File: src/rtl/core/pid_duty_controller_defines.svh
// ---------------------------------------------------------------------------
// pid_duty_controller_defines.svh
// Assertion macros shared by the pid duty controller rtl.
// ---------------------------------------------------------------------------
`ifndef PID_DUTY_CONTROLLER_DEFINES_SVH
`define PID_DUTY_CONTROLLER_DEFINES_SVH

`ifndef SYNTHESIS
// same-cycle implication
`define PDC_ASSERT_IMP(lbl, clk, rstn, ante, cons) \
    lbl: assert property (@(posedge clk) disable iff (!(rstn)) (ante) |-> (cons)) \
        else $error("pdc assertion failed");
// next-cycle implication
`define PDC_ASSERT_NEXT(lbl, clk, rstn, ante, cons) \
    lbl: assert property (@(posedge clk) disable iff (!(rstn)) (ante) |=> (cons)) \
        else $error("pdc assertion failed");
`else
`define PDC_ASSERT_IMP(lbl, clk, rstn, ante, cons)
`define PDC_ASSERT_NEXT(lbl, clk, rstn, ante, cons)
`endif

`endif

File: src/rtl/core/pdc_pkg.sv
// ---------------------------------------------------------------------------
// pdc_pkg
// Widths, limits, codes and shared types of the pid duty controller.
// ---------------------------------------------------------------------------
package pdc_pkg;

    localparam int ERR_W   = 16;
    localparam int GAIN_W  = 16;
    localparam int RATE_W  = 16;
    localparam int DUTY_W  = 10;
    localparam int INTEG_W = 22;
    localparam int DIFF_W  = ERR_W + 1;

    // shared multiplier operands and product
    localparam int MUL_A_W = 17;
    localparam int MUL_B_W = 33;
    localparam int PROD_W  = MUL_A_W + MUL_B_W;
    localparam int ACC_W   = PROD_W;

    // integral term before division: |gain * integral| < 2**36
    localparam int DIVD_W    = 37;
    localparam int DIV_STEPS = DIVD_W - 1;
    localparam int DIV_CNT_W = $clog2(DIV_STEPS);

    localparam int CFG_IDX_W  = 2;
    localparam int CFG_DATA_W = 16;

    localparam logic signed [INTEG_W:0] INTEGRAL_LIMIT = 23'sd2000000;
    localparam logic [DUTY_W-1:0]       DUTY_MAX       = 10'd1000;

    typedef enum logic [CFG_IDX_W-1:0] {
        CFG_GAIN_PROP   = 2'd0,
        CFG_GAIN_INTEG  = 2'd1,
        CFG_GAIN_DERIV  = 2'd2,
        CFG_UPDATE_RATE = 2'd3
    } t_cfg_idx;

    typedef enum logic [7:0] {
        S_IDLE = 8'b0000_0001,
        S_MI   = 8'b0000_0010,
        S_MP   = 8'b0000_0100,
        S_MR   = 8'b0000_1000,
        S_MD   = 8'b0001_0000,
        S_MA   = 8'b0010_0000,
        S_WDIV = 8'b0100_0000,
        S_FIN  = 8'b1000_0000
    } t_state;

    typedef struct packed {
        logic busy;
        logic done;
    } t_div_stat;

endpackage

File: src/rtl/core/pdc_mul.sv
// ---------------------------------------------------------------------------
// pdc_mul
// Shared signed multiplier with registered product.
// ---------------------------------------------------------------------------
module pdc_mul
    import pdc_pkg::*;
(
    input  logic                      i_clk,
    input  logic signed [MUL_A_W-1:0] i_a,
    input  logic signed [MUL_B_W-1:0] i_b,
    output logic signed [PROD_W-1:0]  o_prod
);

    logic signed [PROD_W-1:0] r_prod;

    always_ff @(posedge i_clk) begin
        r_prod <= i_a * i_b;
    end

    assign o_prod = r_prod;

endmodule

File: config.mk
export PLATFORM = sky130hd
export DESIGN_NAME = pdc_mul
export DESIGN_NICKNAME = d
export VERILOG_FILES = /design/src/rtl/core/pid_duty_controller_defines.svh /design/src/rtl/core/pdc_pkg.sv /design/src/rtl/core/pdc_mul.sv
export SDC_FILE = /design/constraint.sdc
export NUM_CORES = 2
export LEC_CHECK = 0
export ABC_AREA = 1
export BUFFER_PORTS_ARGS = -buffer_cell sky130_fd_sc_hd__buf_2
export CAP_MARGIN = 5
export CORE_MARGIN = 2
export CORE_UTILIZATION = 28
export CTS_CLUSTER_SIZE = 24
export DETAILED_ROUTE_END_ITERATION = 8
export PLACE_DENSITY = 0.43
export SYNTH_ARGS = -nofsm -noshare
export SYNTH_HDL_FRONTEND = slang
export SYNTH_SLANG_ARGS = --single-unit
File: constraint.sdc
create_clock -name i_clk -period 9.1 [get_ports i_clk]
set_clock_uncertainty 0.2 [all_clocks]
set_input_delay 0.455 -clock i_clk [delete_from_list [all_inputs] [get_ports i_clk]]
set_output_delay 0.455 -clock i_clk [all_outputs]
set_load 0.01 [all_outputs]
Yosys cells after proc, flatten, opt, wreduce, memory -nomap -nowiden
Index checks and enable logic that the tools add are counted.

Register bits after elaboration: 50. Bits of input ports: 51. Output and inout port bits: 50. Word-level logic and storage cells: 2.

Multipliers: 1.

Operators with widths (number): $mul 17x33->50 (1).

Depth between registers and ports, before layout
Word-level depth: 1. Depth in mapped cells: 29. Depth with buffers taken out: 27.

Worst setup path before layout
No wires, ideal clock.

Path type: input port to flip-flop. Start point: in i_b[32]. End point: reg r_prod[48] (netlist: o_prod[48]). Buffers on the path: 2. Arrival: 5668 ps. Slack: 3118 ps. Stages on the path: 24. Required time: 8786 ps. Library setup time: 114 ps. Path through: clkbuf_1 > clkbuf_1 > nand2_1 > fa_1 > inv_1 > fa_1 > inv_1 > fa_1 > inv_1 > fa_1 > inv_1 > fa_1 > inv_1 > fa_1 > ha_1 > inv_1 > nor3_2 > nand2_1 > nor2_1 > inv_1 > nor2_1 > nand2_1 > nand4_1 > nand2_1.

Cells in the longest elaborated chain, start to end: 1.

RTL lines: start: declaration (line pdc_mul.sv:10) `input logic signed [MUL_B_W-1:0] i_b,`; $mul 17x33->50 (line pdc_mul.sv:17) `r_prod <= i_a * i_b;`; end signal: assignment (line pdc_mul.sv:17); end: declaration (line pdc_mul.sv:14) `logic signed [PROD_W-1:0] r_prod;`.

Every way passes these cells.

Worst setup path after layout
Start point: in i_a[5]. End point: reg r_prod[46] (netlist: o_prod[46]).

Cells in the longest elaborated chain, start to end: 1.

RTL lines: start: declaration (line pdc_mul.sv:9) `input logic signed [MUL_A_W-1:0] i_a,`; $mul 17x33->50 (line pdc_mul.sv:17).

Every way passes these cells.

==> impl_metrics.ini <==
[status]
status = finished clean

[logic_synthesis]
synth_area_sq_um = 22300
synth_cell_types = 25
synth_top_area_share_pct = 48.2
syn-num-nets = 3680
ys_seq_area_share_pct = 4.50
synth_edf_count = 0
syn-instance-count = 2976
avgSynthCellArea_sq_um = 7.48
ys_ff_latch = 50
yosys-top-cells-area = fa_1, inv_1, nand2_1
ys_warn_count = 0
synth.largest_area_cell = fa_1
ys_dominant_reg_cell = dfxtp_1
ys_async_sr_fraction_pct = 0

[drt]
vias = 16700
wl_per_cell_um = 16.5
ant_nets = 0
drt-total-wl_mm = 66.3
dr.pass1.iters = 5
drtIter0Drc = 691
drc = 0
avgViaCountPerCell = 4.18

[cts]
cts_resized = 0
cts_made_buffers = 5
cts_num_sinks = 50
clk_pin_slew_ns = 0.08
clockRootBuffer = clkbuf_16
tritoncts = done
cts-htree-levels = 2
clockBufferDepth = 2
postCtsSetupRepairBufs = 0
cts_hold_buf = 0

[timing]
rsz0062_at_grt = false
tns_ns = 0
worst_pin_slew_ns = 0.983
fin_crit_sh_pct = 70.7
final_hold_viol_count = 0
period_minus_slack_ns = 6.44
relSlewSlack_pct = 34.5
maxSlewViolCount = 0
setup-violations-final = 0
fmax_mhz = 155

[floorplanning]
die_h_um = 286
fp-row-count = 103
die_width_um = 286
core_area_sq_um = 78900
die_area_sq_um = 81800
io_pins = 101
initial_core_util_pct = 28.2

[critical_path]
cpPeakStageDelay_ns = 0.71
critical_path_class = in -> reg
crit_chain = buf_2 > nand2_1 > fa_1 > inv_1 > fa_1 > inv_1 > fa_1 > fa_1 > fa_1 > fa_1 > inv_1 > ha_1 > nand2_1 > nor3_1 > nand2_1 > nor2_1 > nand2_1 > nand3_1 > nand2_1 > nand2_1
cp-end-kind = flip-flop
critical_path.top_delay_family = adder cells
critical_path_required_ns = 9.15
slowest_stage = fa_1
cp-start-kind = input pin
crit_fanout = 33
cp.arrival_ns = 6.49
worst-path-buf-inv = 4

[placed_design]
hpwl_mm = 55.2
portBuffers = 100
place_congestion = 0.814

[cells_and_area]
layout-drive-gt1-share_pct = 6.22
antenna_cells = 0
fin_nets = 3661
fillerInstances = 8754
largest_reg_flops = 50
area_growth_pct = 6.82

[flow_run]
cap_violations = 0

[hold_path]
hold_path_class = in -> reg

[grt]
grt_max_degree = 34
grt_pass1_vias = 19000
grt.total_usage_pct = 17.1
overflow = 0
antenna_found_initial = 4
grt_pass1_wl_mm = 108
-- metal layers --
metal / GRT usage [%] / routed length, um
met5: 0 / 21
met2: 32.5 / 34900
met1: 22.0 / 29400
met4: 1.77 / 680
met3: 0.797 / 1300
-- layout make-up --
cell class / count / area, sq um / area share, %
inverter: 943 / 3540 / 14.9
tap: 1050 / 1310 / 5.53
clock buffer: 6 / 139 / 0.584
timing repair buffer: 107 / 553 / 2.33
multi-input combinational: 1850 / 17200 / 72.4
clock inverter: 2 / 12.5 / 0.0526
sequential: 50 / 1000 / 4.21
-- path summary, 6_finish.rpt --
kind                  startpoint  cells past startpoint          to  slack [ns]
worst max-delay path      i_a[5]                     20  o_prod[46]        2.66
worst min-delay path      i_b[0]                      4   o_prod[0]        0.44
-- logic make-up after synthesis --
| family | after synthesis | synth area share [%] |
|---|---|---|
| AOI/OAI and AO/OA | 41 | 0.984 |
| xor gates and xnor gates | 26 | 1.02 |
| adders and majority gates | 653 | 54.8 |
| buffers and inverters | 1076 | 18.1 |
| DFF | 50 | 4.50 |
| and+or+nand+nor | 1130 | 20.6 |
-- synth_stat cells, types with 4 or more instances --
cell,number
ha_1,117
a21oi_1,32
nor2_4,7
nand4_1,18
nor2_2,14
or2_2,7
nor2_1,76
xor2_1,21
fa_1,536
nand2_2,21
clkbuf_1,132
inv_1,934
o21bai_1,4
o21ai_0,4
xnor2_1,5
nor3_2,9
nand3_1,47
inv_2,9
nor3_1,5
nand2_1,924
dfxtp_1,50
-- cells in the final DEF (no fill, tap or decap), drive strengths merged --
cell / synthesis / final
nor3: 14 / 14
dfxtp: 50 / 50
xor2: 21 / 21
clkinvlp: 0 / 1
xnor2: 5 / 5
clkbuf: 132 / 6
fa: 536 / 536
a21oi: 33 / 33
ha: 117 / 117
or2: 7 / 7
nand3: 48 / 48
buf: 1 / 107
nand3b: 1 / 1
o21ai: 4 / 4
nand2: 945 / 945
o21bai: 4 / 4
nor2: 97 / 97
nand4: 18 / 18
inv: 943 / 943
clkinv: 0 / 1
-- through the flow --
step | utilization, % | hold slack, ns | std cells | setup WS [ns] | cell area (sq um)
floorplan | - | 0.552 | 2976 | 3.12 | 22300
global placement | 30.0 | 0.650 | 4000 | 2.34 | 23600
detailed placement | 30.0 | 0.649 | 4000 | 2.35 | 23600
CTS | 30.1 | 0.444 | 4008 | 2.67 | 23800
global route | 30.1 | 0.444 | 4008 | 2.32 | 23800
finish | 30.1 | 0.441 | 4008 | 2.66 | 23800
Power is not shown: default switching activity piles up to over one toggle a cycle in this logic, so the estimate is an artifact.
