===== src/rtl/core/pid_duty_controller_defines.svh =====
// ---------------------------------------------------------------------------
// pid_duty_controller_defines.svh
// Assertion macros shared by the pid duty controller rtl.
// ---------------------------------------------------------------------------
`ifndef PID_DUTY_CONTROLLER_DEFINES_SVH
`define PID_DUTY_CONTROLLER_DEFINES_SVH

`ifndef SYNTHESIS
// same-cycle implication
`define PDC_ASSERT_IMP(lbl, clk, rstn, ante, cons) \
    lbl: assert property (@(posedge clk) disable iff (!(rstn)) (ante) |-> (cons)) \
        else $error("pdc assertion failed");
// next-cycle implication
`define PDC_ASSERT_NEXT(lbl, clk, rstn, ante, cons) \
    lbl: assert property (@(posedge clk) disable iff (!(rstn)) (ante) |=> (cons)) \
        else $error("pdc assertion failed");
`else
`define PDC_ASSERT_IMP(lbl, clk, rstn, ante, cons)
`define PDC_ASSERT_NEXT(lbl, clk, rstn, ante, cons)
`endif

`endif


===== src/rtl/core/pdc_pkg.sv =====
// ---------------------------------------------------------------------------
// pdc_pkg
// Widths, limits, codes and shared types of the pid duty controller.
// ---------------------------------------------------------------------------
package pdc_pkg;

    localparam int ERR_W   = 16;
    localparam int GAIN_W  = 16;
    localparam int RATE_W  = 16;
    localparam int DUTY_W  = 10;
    localparam int INTEG_W = 22;
    localparam int DIFF_W  = ERR_W + 1;

    // shared multiplier operands and product
    localparam int MUL_A_W = 17;
    localparam int MUL_B_W = 33;
    localparam int PROD_W  = MUL_A_W + MUL_B_W;
    localparam int ACC_W   = PROD_W;

    // integral term before division: |gain * integral| < 2**36
    localparam int DIVD_W    = 37;
    localparam int DIV_STEPS = DIVD_W - 1;
    localparam int DIV_CNT_W = $clog2(DIV_STEPS);

    localparam int CFG_IDX_W  = 2;
    localparam int CFG_DATA_W = 16;

    localparam logic signed [INTEG_W:0] INTEGRAL_LIMIT = 23'sd2000000;
    localparam logic [DUTY_W-1:0]       DUTY_MAX       = 10'd1000;

    typedef enum logic [CFG_IDX_W-1:0] {
        CFG_GAIN_PROP   = 2'd0,
        CFG_GAIN_INTEG  = 2'd1,
        CFG_GAIN_DERIV  = 2'd2,
        CFG_UPDATE_RATE = 2'd3
    } t_cfg_idx;

    typedef enum logic [7:0] {
        S_IDLE = 8'b0000_0001,
        S_MI   = 8'b0000_0010,
        S_MP   = 8'b0000_0100,
        S_MR   = 8'b0000_1000,
        S_MD   = 8'b0001_0000,
        S_MA   = 8'b0010_0000,
        S_WDIV = 8'b0100_0000,
        S_FIN  = 8'b1000_0000
    } t_state;

    typedef struct packed {
        logic busy;
        logic done;
    } t_div_stat;

endpackage


===== src/rtl/core/pdc_div.sv =====
// ---------------------------------------------------------------------------
// pdc_div
// Restoring divider, one quotient bit per cycle, truncates toward zero.
// ---------------------------------------------------------------------------
module pdc_div
    import pdc_pkg::*;
(
    input  logic                     i_clk,
    input  logic                     i_rst_n,
    input  logic                     i_start,
    input  logic signed [DIVD_W-1:0] i_dividend,
    input  logic [RATE_W-1:0]        i_divisor,
    output logic signed [DIVD_W-1:0] o_quot,
    output t_div_stat                o_stat
);

    logic [DIV_STEPS-1:0] r_q;
    logic [RATE_W-1:0]    r_rem;
    logic [DIV_CNT_W-1:0] r_cnt;
    logic                 r_neg;
    logic                 r_busy;
    logic                 r_done;

    logic [DIVD_W-1:0]    w_mag;
    logic [RATE_W:0]      w_shift;
    logic [RATE_W:0]      w_trial;
    logic                 w_ge;
    logic [DIVD_W-1:0]    w_q_ext;

    // magnitude never reaches 2**36, so the top bit drops
    assign w_mag   = i_dividend[DIVD_W-1] ? DIVD_W'(-i_dividend) : DIVD_W'(i_dividend);
    assign w_shift = {r_rem, r_q[DIV_STEPS-1]};
    assign w_ge    = (w_shift >= {1'b0, i_divisor});
    assign w_trial = w_shift - {1'b0, i_divisor};
    assign w_q_ext = {1'b0, r_q};

    always_ff @(posedge i_clk) begin
        if (!i_rst_n) begin
            r_busy <= 1'b0;
            r_done <= 1'b0;
            r_cnt  <= '0;
        end else begin
            r_done <= 1'b0;
            if (i_start) begin
                r_busy <= 1'b1;
                r_cnt  <= '0;
            end else if (r_busy) begin
                r_cnt <= r_cnt + 1'b1;
                if (r_cnt == DIV_CNT_W'(DIV_STEPS - 1)) begin
                    r_busy <= 1'b0;
                    r_done <= 1'b1;
                end
            end
        end
    end

    always_ff @(posedge i_clk) begin
        if (i_start) begin
            r_q   <= w_mag[DIV_STEPS-1:0];
            r_rem <= '0;
            r_neg <= i_dividend[DIVD_W-1];
        end else if (r_busy) begin
            r_q   <= {r_q[DIV_STEPS-2:0], w_ge};
            r_rem <= w_ge ? w_trial[RATE_W-1:0] : w_shift[RATE_W-1:0];
        end
    end

    assign o_quot      = r_neg ? $signed(-w_q_ext) : $signed(w_q_ext);
    assign o_stat.busy = r_busy;
    assign o_stat.done = r_done;

endmodule


===== config.mk =====
export PLATFORM = sky130hd
export DESIGN_NAME = pdc_div
export DESIGN_NICKNAME = d
export VERILOG_FILES = /design/src/rtl/core/pid_duty_controller_defines.svh /design/src/rtl/core/pdc_pkg.sv /design/src/rtl/core/pdc_div.sv
export SDC_FILE = /design/constraint.sdc
export NUM_CORES = 1
export LEC_CHECK = 0
export ABC_CLOCK_PERIOD_IN_PS = 2800
export BUFFER_PORTS_ARGS = -buffer_cell sky130_fd_sc_hd__buf_2
export CAP_MARGIN = 20
export CORE_ASPECT_RATIO = 1.5
export CORE_MARGIN = 2
export CORE_UTILIZATION = 44
export DETAILED_ROUTE_END_ITERATION = 7
export PLACE_DENSITY = 0.71
export SYNTH_ARGS = -nofsm -noshare
export SYNTH_HDL_FRONTEND = slang
export SYNTH_SLANG_ARGS = --single-unit

===== constraint.sdc =====
create_clock -name i_clk -period 2.8 [get_ports i_clk]
set_input_delay 0.56 -clock i_clk [delete_from_list [all_inputs] [get_ports i_clk]]
set_output_delay 0.56 -clock i_clk [all_outputs]
set_load 0.05 [all_outputs]

== Word-level counts from Yosys, hierarchy flattened ==
Index checks and enable logic that the tools add are counted.

* Bits in registers: 61
* Input port bits: 56
* Output and inout bits: 39
* Logic and storage cells: 26

* Add/subtract/negate cells: 4
* Magnitude comparators: 1
* Equality and inequality tests: 1
* Muxes and demuxes: 9
* Bitwise logic cells: 2
* Reduce and logical (&&, ||, !) cells: 3

{| class="wikitable"
|+ Operators by type and width
! kind !! number
|-
| two-way mux 36 bit || 3
|-
| two-way mux 37 bit || 1
|-
| negator 36 -> 37 bit || 1
|-
| negator 36 bit || 1
|-
| greater-or-equal comparator 17 x 16 -> 1 bit || 1
|-
| two-way mux 16 bit || 1
|-
| subtractor 16 bit || 1
|-
| adder 6 x 1 -> 6 bit, second input constant || 1
|-
| equality test 6 bit, second input constant || 1
|-
| two-way mux 1 bit || 4
|-
| OR reduction 3 bit || 1
|-
| NOT 1 bit || 2
|-
| nonzero test 2 bit || 1
|-
| OR reduction 2 bit || 1
|}

== Depth between registers and ports, before layout ==
Gate-level depths: netlist (run 1).

* Word-level depth: 4
* Gate-level depth with buffers: 10
* Mapped depth without buffers: 9

== Worst setup path before layout (run 1) ==
OpenSTA, ideal clock, no wires.

* Path kind: register to output
* Start point: register r_q[13]
* End point: output port o_quot[21]
* Arrival time: 2.348 ns
* Data required time: 2.240 ns
* Setup slack: -0.108 ns
* Stages on the path, launching flop included: 7
* Path buffers: 0
* Cell sequence: edfxtp_1 > or4_1 > nor3_2 > nand3_1 > or3_1 > o31ai_1 > xnor2_1

* Word-level cells in the longest chain between the ends: 2

{| class="wikitable"
|+ Ends and longest elaborated chain
! item !! line !! text
|-
| start, declared || pdc_div.sv:17 || <nowiki>logic [DIV_STEPS-1:0] r_q;</nowiki>
|-
| start signal, assigned || pdc_div.sv:59 || <nowiki>r_q <= w_mag[DIV_STEPS-1:0];</nowiki>
|-
| start signal, assigned || pdc_div.sv:63 || <nowiki>r_q <= {r_q[DIV_STEPS-2:0], w_ge};</nowiki>
|-
| negator 36 -> 37 bit || pdc_div.sv:68 || <nowiki>assign o_quot = r_neg ? $signed(-w_q_ext) : $signed(w_q_ext);</nowiki>
|-
| two-way mux 37 bit || pdc_div.sv:68 ||
|-
| end, declared || pdc_div.sv:13 || <nowiki>output logic signed [DIVD_W-1:0] o_quot,</nowiki>
|}

Every way passes these cells.

== Worst setup path in the final report (run 1) ==
* Start point: register r_q[12]
* End point: output port o_quot[21]

The elaborated chain is that of the path after synthesis.

==> results of run 1 <==
## cell usage in the layout, fill, tap and decap left out, types with 5 or more instances in the layout
| master | n |
|---|---|
| sky130_fd_sc_hd__buf_4 | 84 |
| sky130_fd_sc_hd__nor2_1 | 66 |
| sky130_fd_sc_hd__buf_2 | 66 |
| sky130_fd_sc_hd__a21oi_1 | 50 |
| sky130_fd_sc_hd__nand2_1 | 44 |
| sky130_fd_sc_hd__xor2_1 | 38 |
| sky130_fd_sc_hd__edfxtp_1 | 37 |
| sky130_fd_sc_hd__xnor2_1 | 34 |
| sky130_fd_sc_hd__o21ai_0 | 28 |
| sky130_fd_sc_hd__inv_1 | 26 |
| sky130_fd_sc_hd__dfxtp_1 | 24 |
| sky130_fd_sc_hd__ha_1 | 19 |
| sky130_fd_sc_hd__buf_6 | 15 |
| sky130_fd_sc_hd__o31ai_1 | 14 |
| sky130_fd_sc_hd__or3_1 | 12 |
| sky130_fd_sc_hd__nand3_1 | 10 |
| sky130_fd_sc_hd__xnor2_2 | 9 |
| sky130_fd_sc_hd__a311oi_1 | 9 |
| sky130_fd_sc_hd__clkbuf_16 | 9 |
| sky130_fd_sc_hd__o21ai_2 | 8 |
| sky130_fd_sc_hd__nand2b_1 | 8 |
| sky130_fd_sc_hd__o41ai_1 | 7 |
| sky130_fd_sc_hd__o31ai_4 | 7 |
| sky130_fd_sc_hd__nand4_1 | 6 |
| sky130_fd_sc_hd__mux2i_1 | 5 |
| sky130_fd_sc_hd__o41ai_4 | 5 |
## power groups by stage
stage | Clock [mW] | Combinational [mW] | Sequential, mW
2_1_floorplan | 0 | 0.834 | 1.13
3_3_place_gp | 0 | 1.17 | 1.13
3_5_place_dp | 0 | 1.19 | 1.13
4_1_cts | 1.03 | 1.29 | 1.12
5_1_grt | 1.07 | 1.44 | 1.14
6_report | 1.01 | 1.35 | 1.13
## routing by layer
| metal | vias up | global-route usage [%] |
|---|---|---|
| met5 | - | 0 |
| met4 | 0 | 8.80 |
| met2 | 167 | 42.3 |
| met1 | 2374 | 26.6 |
| met3 | 32 | 2.88 |
| li1 | 2403 | - |
## layout make-up
cell class,instances,area (µm²),share of cell area (%)
tap,147,184,2.72
timing repair buffer,168,1170,17.3
clock inverter,2,8.76,0.129
sequential,61,1590,23.5
multi-input combinational,462,3450,51.0
antenna,1,2.50,0.0370
clock buffer,13,260,3.84
inverter,26,97.6,1.44
## what timing repair did
item,CTS,global route
setup buffers,2,3
endpoints found under the setup margin,27,27
pin swaps,18,14
hold buffers,0,0
resized for setup,91,30
## sequential cells by signal, summed over array words and instances, names as in the netlist
| signal | flops |
|---|---|
| r_done | 1 |
| r_q | 36 |
| r_busy | 1 |
| r_neg | 1 |
| r_cnt | 6 |
| r_rem | 16 |
## cells by family after synthesis
group	Yosys count	synth area share, %
simple gates	197	20.1
compound gates	158	21.1
xor+xnor	81	14.5
flops	61	32.5
buf+inv	57	5.24
fa+ha+maj	20	5.27
mux	6	1.33
## stage by stage
| step | cell area, µm² | util, % | worst slack (ps) | instances |
|---|---|---|---|---|
| global route | 6770 | 61.9 | -534 | 879 |
| CTS | 6590 | 60.2 | -334 | 876 |
| finish | 6770 | 61.9 | -468 | 880 |
| detailed placement | 5960 | 54.5 | -182 | 859 |
| global placement | 5960 | 54.5 | -118 | 859 |
| floorplan | 4930 | - | 3.92 | 580 |
## worst min path at each step
stage / from / slack [ps] / endpoint / cells past startpoint
finish: i_rst_n / 470 / r_busy / 2
global route: i_rst_n / 480 / r_busy / 2
CTS: i_rst_n / 460 / r_busy / 2
detailed placement: r_rem[14] / 490 / r_rem[14] / 2
global placement: r_cnt[5] / 460 / r_cnt[5] / 2
floorplan: r_rem[11] / 450 / r_rem[11] / 2
==> impl.org, run 1 <==
** Status
- The flow ran to the end, but the final reports show violations.
- Failing checks :: setup timing

** Critical path
- Worst path slowest cell :: sky130_fd_sc_hd__or4_4
- Critical register-to-register path endpoint :: r_rem[6]
- Traced cell by cell, the critical path runs through or4_4, nor3_4, nand3_2, or3_4, o31ai_4, buf_4, xnor2_2, buf_6.
- The number of buffers and inverters on the critical path is 2.
- Category of cells accounting for the largest share of critical-path delay :: simple AND/OR/NAND/NOR gates
- In this run the worst path has a maximum fanout of 3.
- STA classifies the critical path startpoint as a flop.
- For the worst flop-to-flop path, the logic depth is 9.
- STA classifies the critical path endpoint as an output pin.
- In this run the worst setup path terminates at o_quot[21].
- The largest single stage delay on the critical path is 580 ps.
- In this run the register-to-register setup slack is 270 ps.
- The startpoint identified for the worst register-to-register timing path is r_rem[13].
- Category of the most critical setup path :: flop to output pin
- Counting buffers and inverters, the worst setup path is 8 cells deep.
- STA puts the critical path data required time at 2240 ps.
- Data arrives at the worst endpoint at 2710 ps.
- In this run the worst setup path begins at r_q[12].

** Synth
- Async S/R FF share, synth :: 0%
- Sequential element share of the synthesized area :: 32.5%
- By instance count, the leading cell after synthesis is sky130_fd_sc_hd__nor2_1.
- Main area contributors after synthesis :: sky130_fd_sc_hd__edfxtp_1 23%, sky130_fd_sc_hd__dfxtp_1 9.8%, sky130_fd_sc_hd__xnor2_1 7.7%
- When the netlist entered floorplanning its net count stood at 656.
- Fraction of synthesized cell area taken by the top area cell type :: 22.7%
- Number of storage elements in the synthesis netlist :: 61
- Main flop type after synthesis :: sky130_fd_sc_hd__edfxtp_1
- Synth Cell Area :: 4890 µm²
- Number of warning messages in the yosys log :: 0
- The average instance in the mapped netlist occupies 8.44 µm².
- Number of enable flip-flop cells after synthesis :: 37
- Counting every instance in the synthesized netlist gives 580.
- Library cell with the largest summed area after synthesis :: sky130_fd_sc_hd__edfxtp_1
- Number of library cell types mapped by synthesis :: 62
- Most instantiated cells after synthesis :: 68 x sky130_fd_sc_hd__nor2_1, 50 x sky130_fd_sc_hd__a21oi_1, 49 x sky130_fd_sc_hd__nand2_1

** Routing
- For this run, the detailed router's first-pass iteration total came to 5.
- Avg WL per Cell :: 16.4 µm
- Routed length on met1 :: 5490 µm
- In this run the remaining antenna-violating nets after routing total 0.
- The highest layer touched by signal routing is met4.
- The routed design uses 685 µm of met3 wire.
- In the routed layout, each cell is associated on average with a via count of 5.65.
- The detailed router finished its first iteration with 217 violations.
- In the detailed route, the total length drawn on met2 is 7870 µm.
- Vias :: 4976
- Wires add up to 14400 µm.
- For this run, design rule violations remaining after detail routing come to 0.

** STA
- Final hold vios :: 0
- The clock arrives with 4.18 ps of skew.
- Final TNS setup :: -5900 ps
- In the post-route analysis, the smallest setup slack over all paths is -468 ps.
- Final clock period utilization by the worst path :: 117%
- At the pin with the least slew margin, the transition time is 695 ps.
- Setup-violating endpoint count in the final report :: 23
- Min Clock Period, post-route :: 3270 ps
- Setup repair after global routing missed its margin :: yes
- The number of max-slew violations in the final report came to 0.
- For this run, the top clock speed supported by timing is 0.306 GHz.
- Relative slew slack :: 53.7%
- Post-route worst hold slack :: 465 ps

** Placement
- Routability cong. :: 0.929
- During placement, the flow inserted port buffers numbering 94.
- Sum of net half-perimeters after detailed placement :: 10000 µm

** Die
- For this configuration, the core starts out at a cell density of 44.7%.
- Measured along the y axis, the die boundary spans 133 µm.
- Top-level port count :: 95
- Number of core rows :: 47
- The die covers 12000 µm².
- Floorplan Core Area :: 10900 µm²
- From left edge to right edge, the die measures 90.1 µm.

** Power and ir drop
- In this run the power density over the cells is 515 nW/µm².
- The analysis attributes to cell leakage a power of 2.83 nW.
- The share of total power dissipated in combinational logic is 38.7%.
- Cell internal pwr :: 2.20 mW
- Sequential cells account for 32.4% of the total power.
- In this run, the clock network consumes 28.9% of the power.
- The worst-case IR drop observed on VDD is 273 µV.
- The design draws 3.49 mW.
- In this run the power spent charging and discharging nets is 1.29 mW.
- Net Sw Frac :: 37.0%

** GRT
- Vias in the first global route :: 4807
- Total routing usage reported by global routing :: 22.8%
- Overflow after GRT :: 0
- The number of antenna violations at the first check in global routing came to 0.
- The first global-routing pass estimated 22500 µm of wire.
- Entering global routing, the biggest net connects 91 pins.

** Cells and area
- The filler cells instantiated in the layout total 923.
- Share of cells above drive strength 1 :: 33.3%
- Nets@finish :: 804
- Layout Area Growth over Synthesis :: 38.3%

** CTS
- CTS built an H-tree with a depth of 3.
- CTS placed an instance of sky130_fd_sc_hd__clkbuf_16 at the clock tree root.
- CTS max path bufs :: 2
- TritonCTS built the clock tree.
- Clock Pin Slew Worst Setup and Hold Paths :: 50 ps
- Inserted Clock Buffers :: 9
- Clock sink count :: 61
- Clock network latency to the later pin of the worst-skew pair :: 330 ps

** Min path
- The path class of the tightest hold or removal check is input pin to flop.

** Job
- Count of max-cap constraint violations :: 0
No activity file was read; power rests on OpenSTA's default activity.
==> run 2: changes to the inputs <==
--- a/config.mk
+++ b/config.mk
@@ -10,9 +10,9 @@
 export CAP_MARGIN = 20
 export CORE_ASPECT_RATIO = 1.5
 export CORE_MARGIN = 2
-export CORE_UTILIZATION = 44
+export CORE_UTILIZATION = 45
 export DETAILED_ROUTE_END_ITERATION = 7
-export PLACE_DENSITY = 0.71
+export PLACE_DENSITY = 0.72
 export SYNTH_ARGS = -nofsm -noshare
 export SYNTH_HDL_FRONTEND = slang
 export SYNTH_SLANG_ARGS = --single-unit
==> impl.org, run 2 (synthesized netlist as in run 1, its figures left out) <==
** Status
- The run finished, with violations left.
- Failing checks :: setup timing

** GRT
- Total routing usage reported by global routing :: 23.4%
- Overflow after GRT :: 0
- The number of antenna violations at the first check in global routing was 1.
- Entering global routing, the biggest net connects 91 pins.
- Global-route wire length before repair :: 22000 µm
- Vias in the first global route :: 4800

** STA
- At the pin with the least slew margin, the transition time is 704 ps.
- Post-route worst hold slack :: 449 ps
- Across the routed clock network, the largest skew measured is 6.67 ps.
- Final hold vios :: 0
- Setup violations remaining at the end of the flow were counted as 29.
- The worst path uses 115% of the clock period.
- For the final routed database, the setup TNS stands at -6870 ps.
- Setup repair after global routing could not meet its margin everywhere.
- Final Max Tran Viols :: 0
- Timing would allow up to 0.310 GHz.
- Min Clock Period, post-route :: 3220 ps
- Relative slew slack :: 53.1%
- Across all setup checks in the final design, the least slack found is -425 ps.

** Die
- The floorplan has 46 rows.
- Pin placement for this block handled 95 I/O pins.
- The die is 89.2 µm wide.
- Die Outline Area :: 11700 µm²
- Die outline height :: 132 µm
- For this configuration, the core starts out at a cell density of 46.2%.
- In this run the standard cell core region covers 10600 µm².

** CTS
- Inserted Clock Buffers :: 9
- Clock sink count :: 61
- TritonCTS built the clock tree.
- Hold repair after CTS inserted 0 buffers.
- In this run the clock root is driven by a sky130_fd_sc_hd__clkbuf_16.
- Clock network latency to the later pin of the worst-skew pair :: 340 ps
- CTS max path bufs :: 2
- Clock-pin slew was measured on the worst setup and hold paths at 50 ps.
- Number of H-tree levels :: 3

** Routing
- In the final routed layout, each cell accounts on average for 17.2 µm.
- Final WL :: 15200 µm
- Remaining antenna violation count :: 0
- In the routed layout, each cell is associated on average with a via count of 5.72.
- Remaining DRCs :: 0
- Vias :: 5054
- First-pass iteration count of the detailed router :: 6
- The first routing iteration left 347 violations.

** Power and ir drop
- VDD sags by at most 508 µV.
- For this design the ratio of total power to cell area is 520 nW/µm².
- The design draws 3.57 mW.
- In this run the static leakage power is 2.87 nW.

** Min path
- Hold Path Class :: input pin to flop

** Cells and area
- Number of non-filler instances in the completed layout :: 884
- Most common library cell in the layout ignoring fill and taps :: sky130_fd_sc_hd__buf_4
- Share of cells above drive strength 1 :: 33.8%
- Nets@finish :: 810
- Summing all non-filler instances in the final layout gives an area of 6860 µm².
- Utilization of the core after routing :: 64.7%
- Register with the highest flop count :: r_q
- The register with the most flip-flops in the layout has 36 of them.
- The largest registers in the layout are r_q x36, r_rem x16, r_cnt x6.
- Leading cell types in the layout, fill and taps excluded :: 85 x sky130_fd_sc_hd__buf_4, 66 x sky130_fd_sc_hd__nor2_1, 64 x sky130_fd_sc_hd__buf_2
- The area growth from synthesis to layout is 40.1%.

** Critical path
- Category of the most critical setup path :: flop to output pin
- Element type at the critical path start :: flop
- Data on the critical path arrives at its endpoint at 2660 ps.
- Across all register-to-register paths, the minimum setup slack is 380 ps.
- For this run, the slowest stage of the critical path takes 580 ps.
- Crit Path Max Fanout :: 4
- Type of destination of the critical path :: output pin
- On the critical path, the stage with the largest delay is an instance of sky130_fd_sc_hd__or4_4.
- Required time of the worst setup path :: 2240 ps
- Traced cell by cell, the critical path runs through or4_4, nor3_4, nand3_2, or2_1, o21ai_1, buf_4, xnor2_2, buf_6.

** Placement
- Buffers placed on the I/O ports in this run total 94.
- Area after DPL :: 5940 µm²
- OpenSTA, run right after detailed placement, puts the worst setup slack at -276 ps.
- Routability cong. :: 0.938
- # placed instances :: 854
- Sum of net half-perimeters after detailed placement :: 9890 µm

** Job
- Count of max-cap constraint violations :: 0
## run 2: metal layers
layer / wire length, µm / up-vias / GRT usage [%]
met2: 7950 / 220 / 40.7
met3: 840 / 39 / 5.01
met5: 0 / - / 0
li1: - / 2421 / -
met1: 5840 / 2374 / 26.8
met4: 558 / 0 / 9.70
## run 2: timing repair
item | 4_1_cts | 5_1_grt
gates cloned | 0 | 0
endpoints found under the setup margin | 27 | 32
pin swaps | 16 | 22
gates resized for setup | 75 | 48
setup buffers | 5 | 10
## run 2: final timing paths
kind / to / startpoint / depth (start not counted)
setup / recovery: o_quot[35] / r_q[14] / 8
hold / removal: r_busy / i_rst_n / 2
setup reg to reg: r_rem[6] / r_rem[13] / 9
hold reg to reg: r_rem[14] / r_rem[14] / 2
## run 2: report_power, final
part	internal (mW)	switching [mW]
clock network	0.694	0.382
registers	1.05	0.0776
logic	0.514	0.850
## run 2: final cells by class
type | instances | area (µm²)
fill | 859 | 3730
multi-input combinational | 462 | 3440
sequential | 61 | 1590
timing repair buffer | 174 | 1250
clock buffer | 15 | 288
tap | 144 | 180
inverter | 26 | 97.6
clock inverter | 1 | 5.00
antenna | 1 | 2.50
## run 2: worst max-delay path, delay by kind of cell, from the launching register on
kind                   cells  cell delay [ps]
AND/OR/NAND/NOR            4             1340
flip-flops                 1              380
buffers and inverters      2              320
AO/OA/AOI/OAI              1              200
XOR/XNOR                   1              100
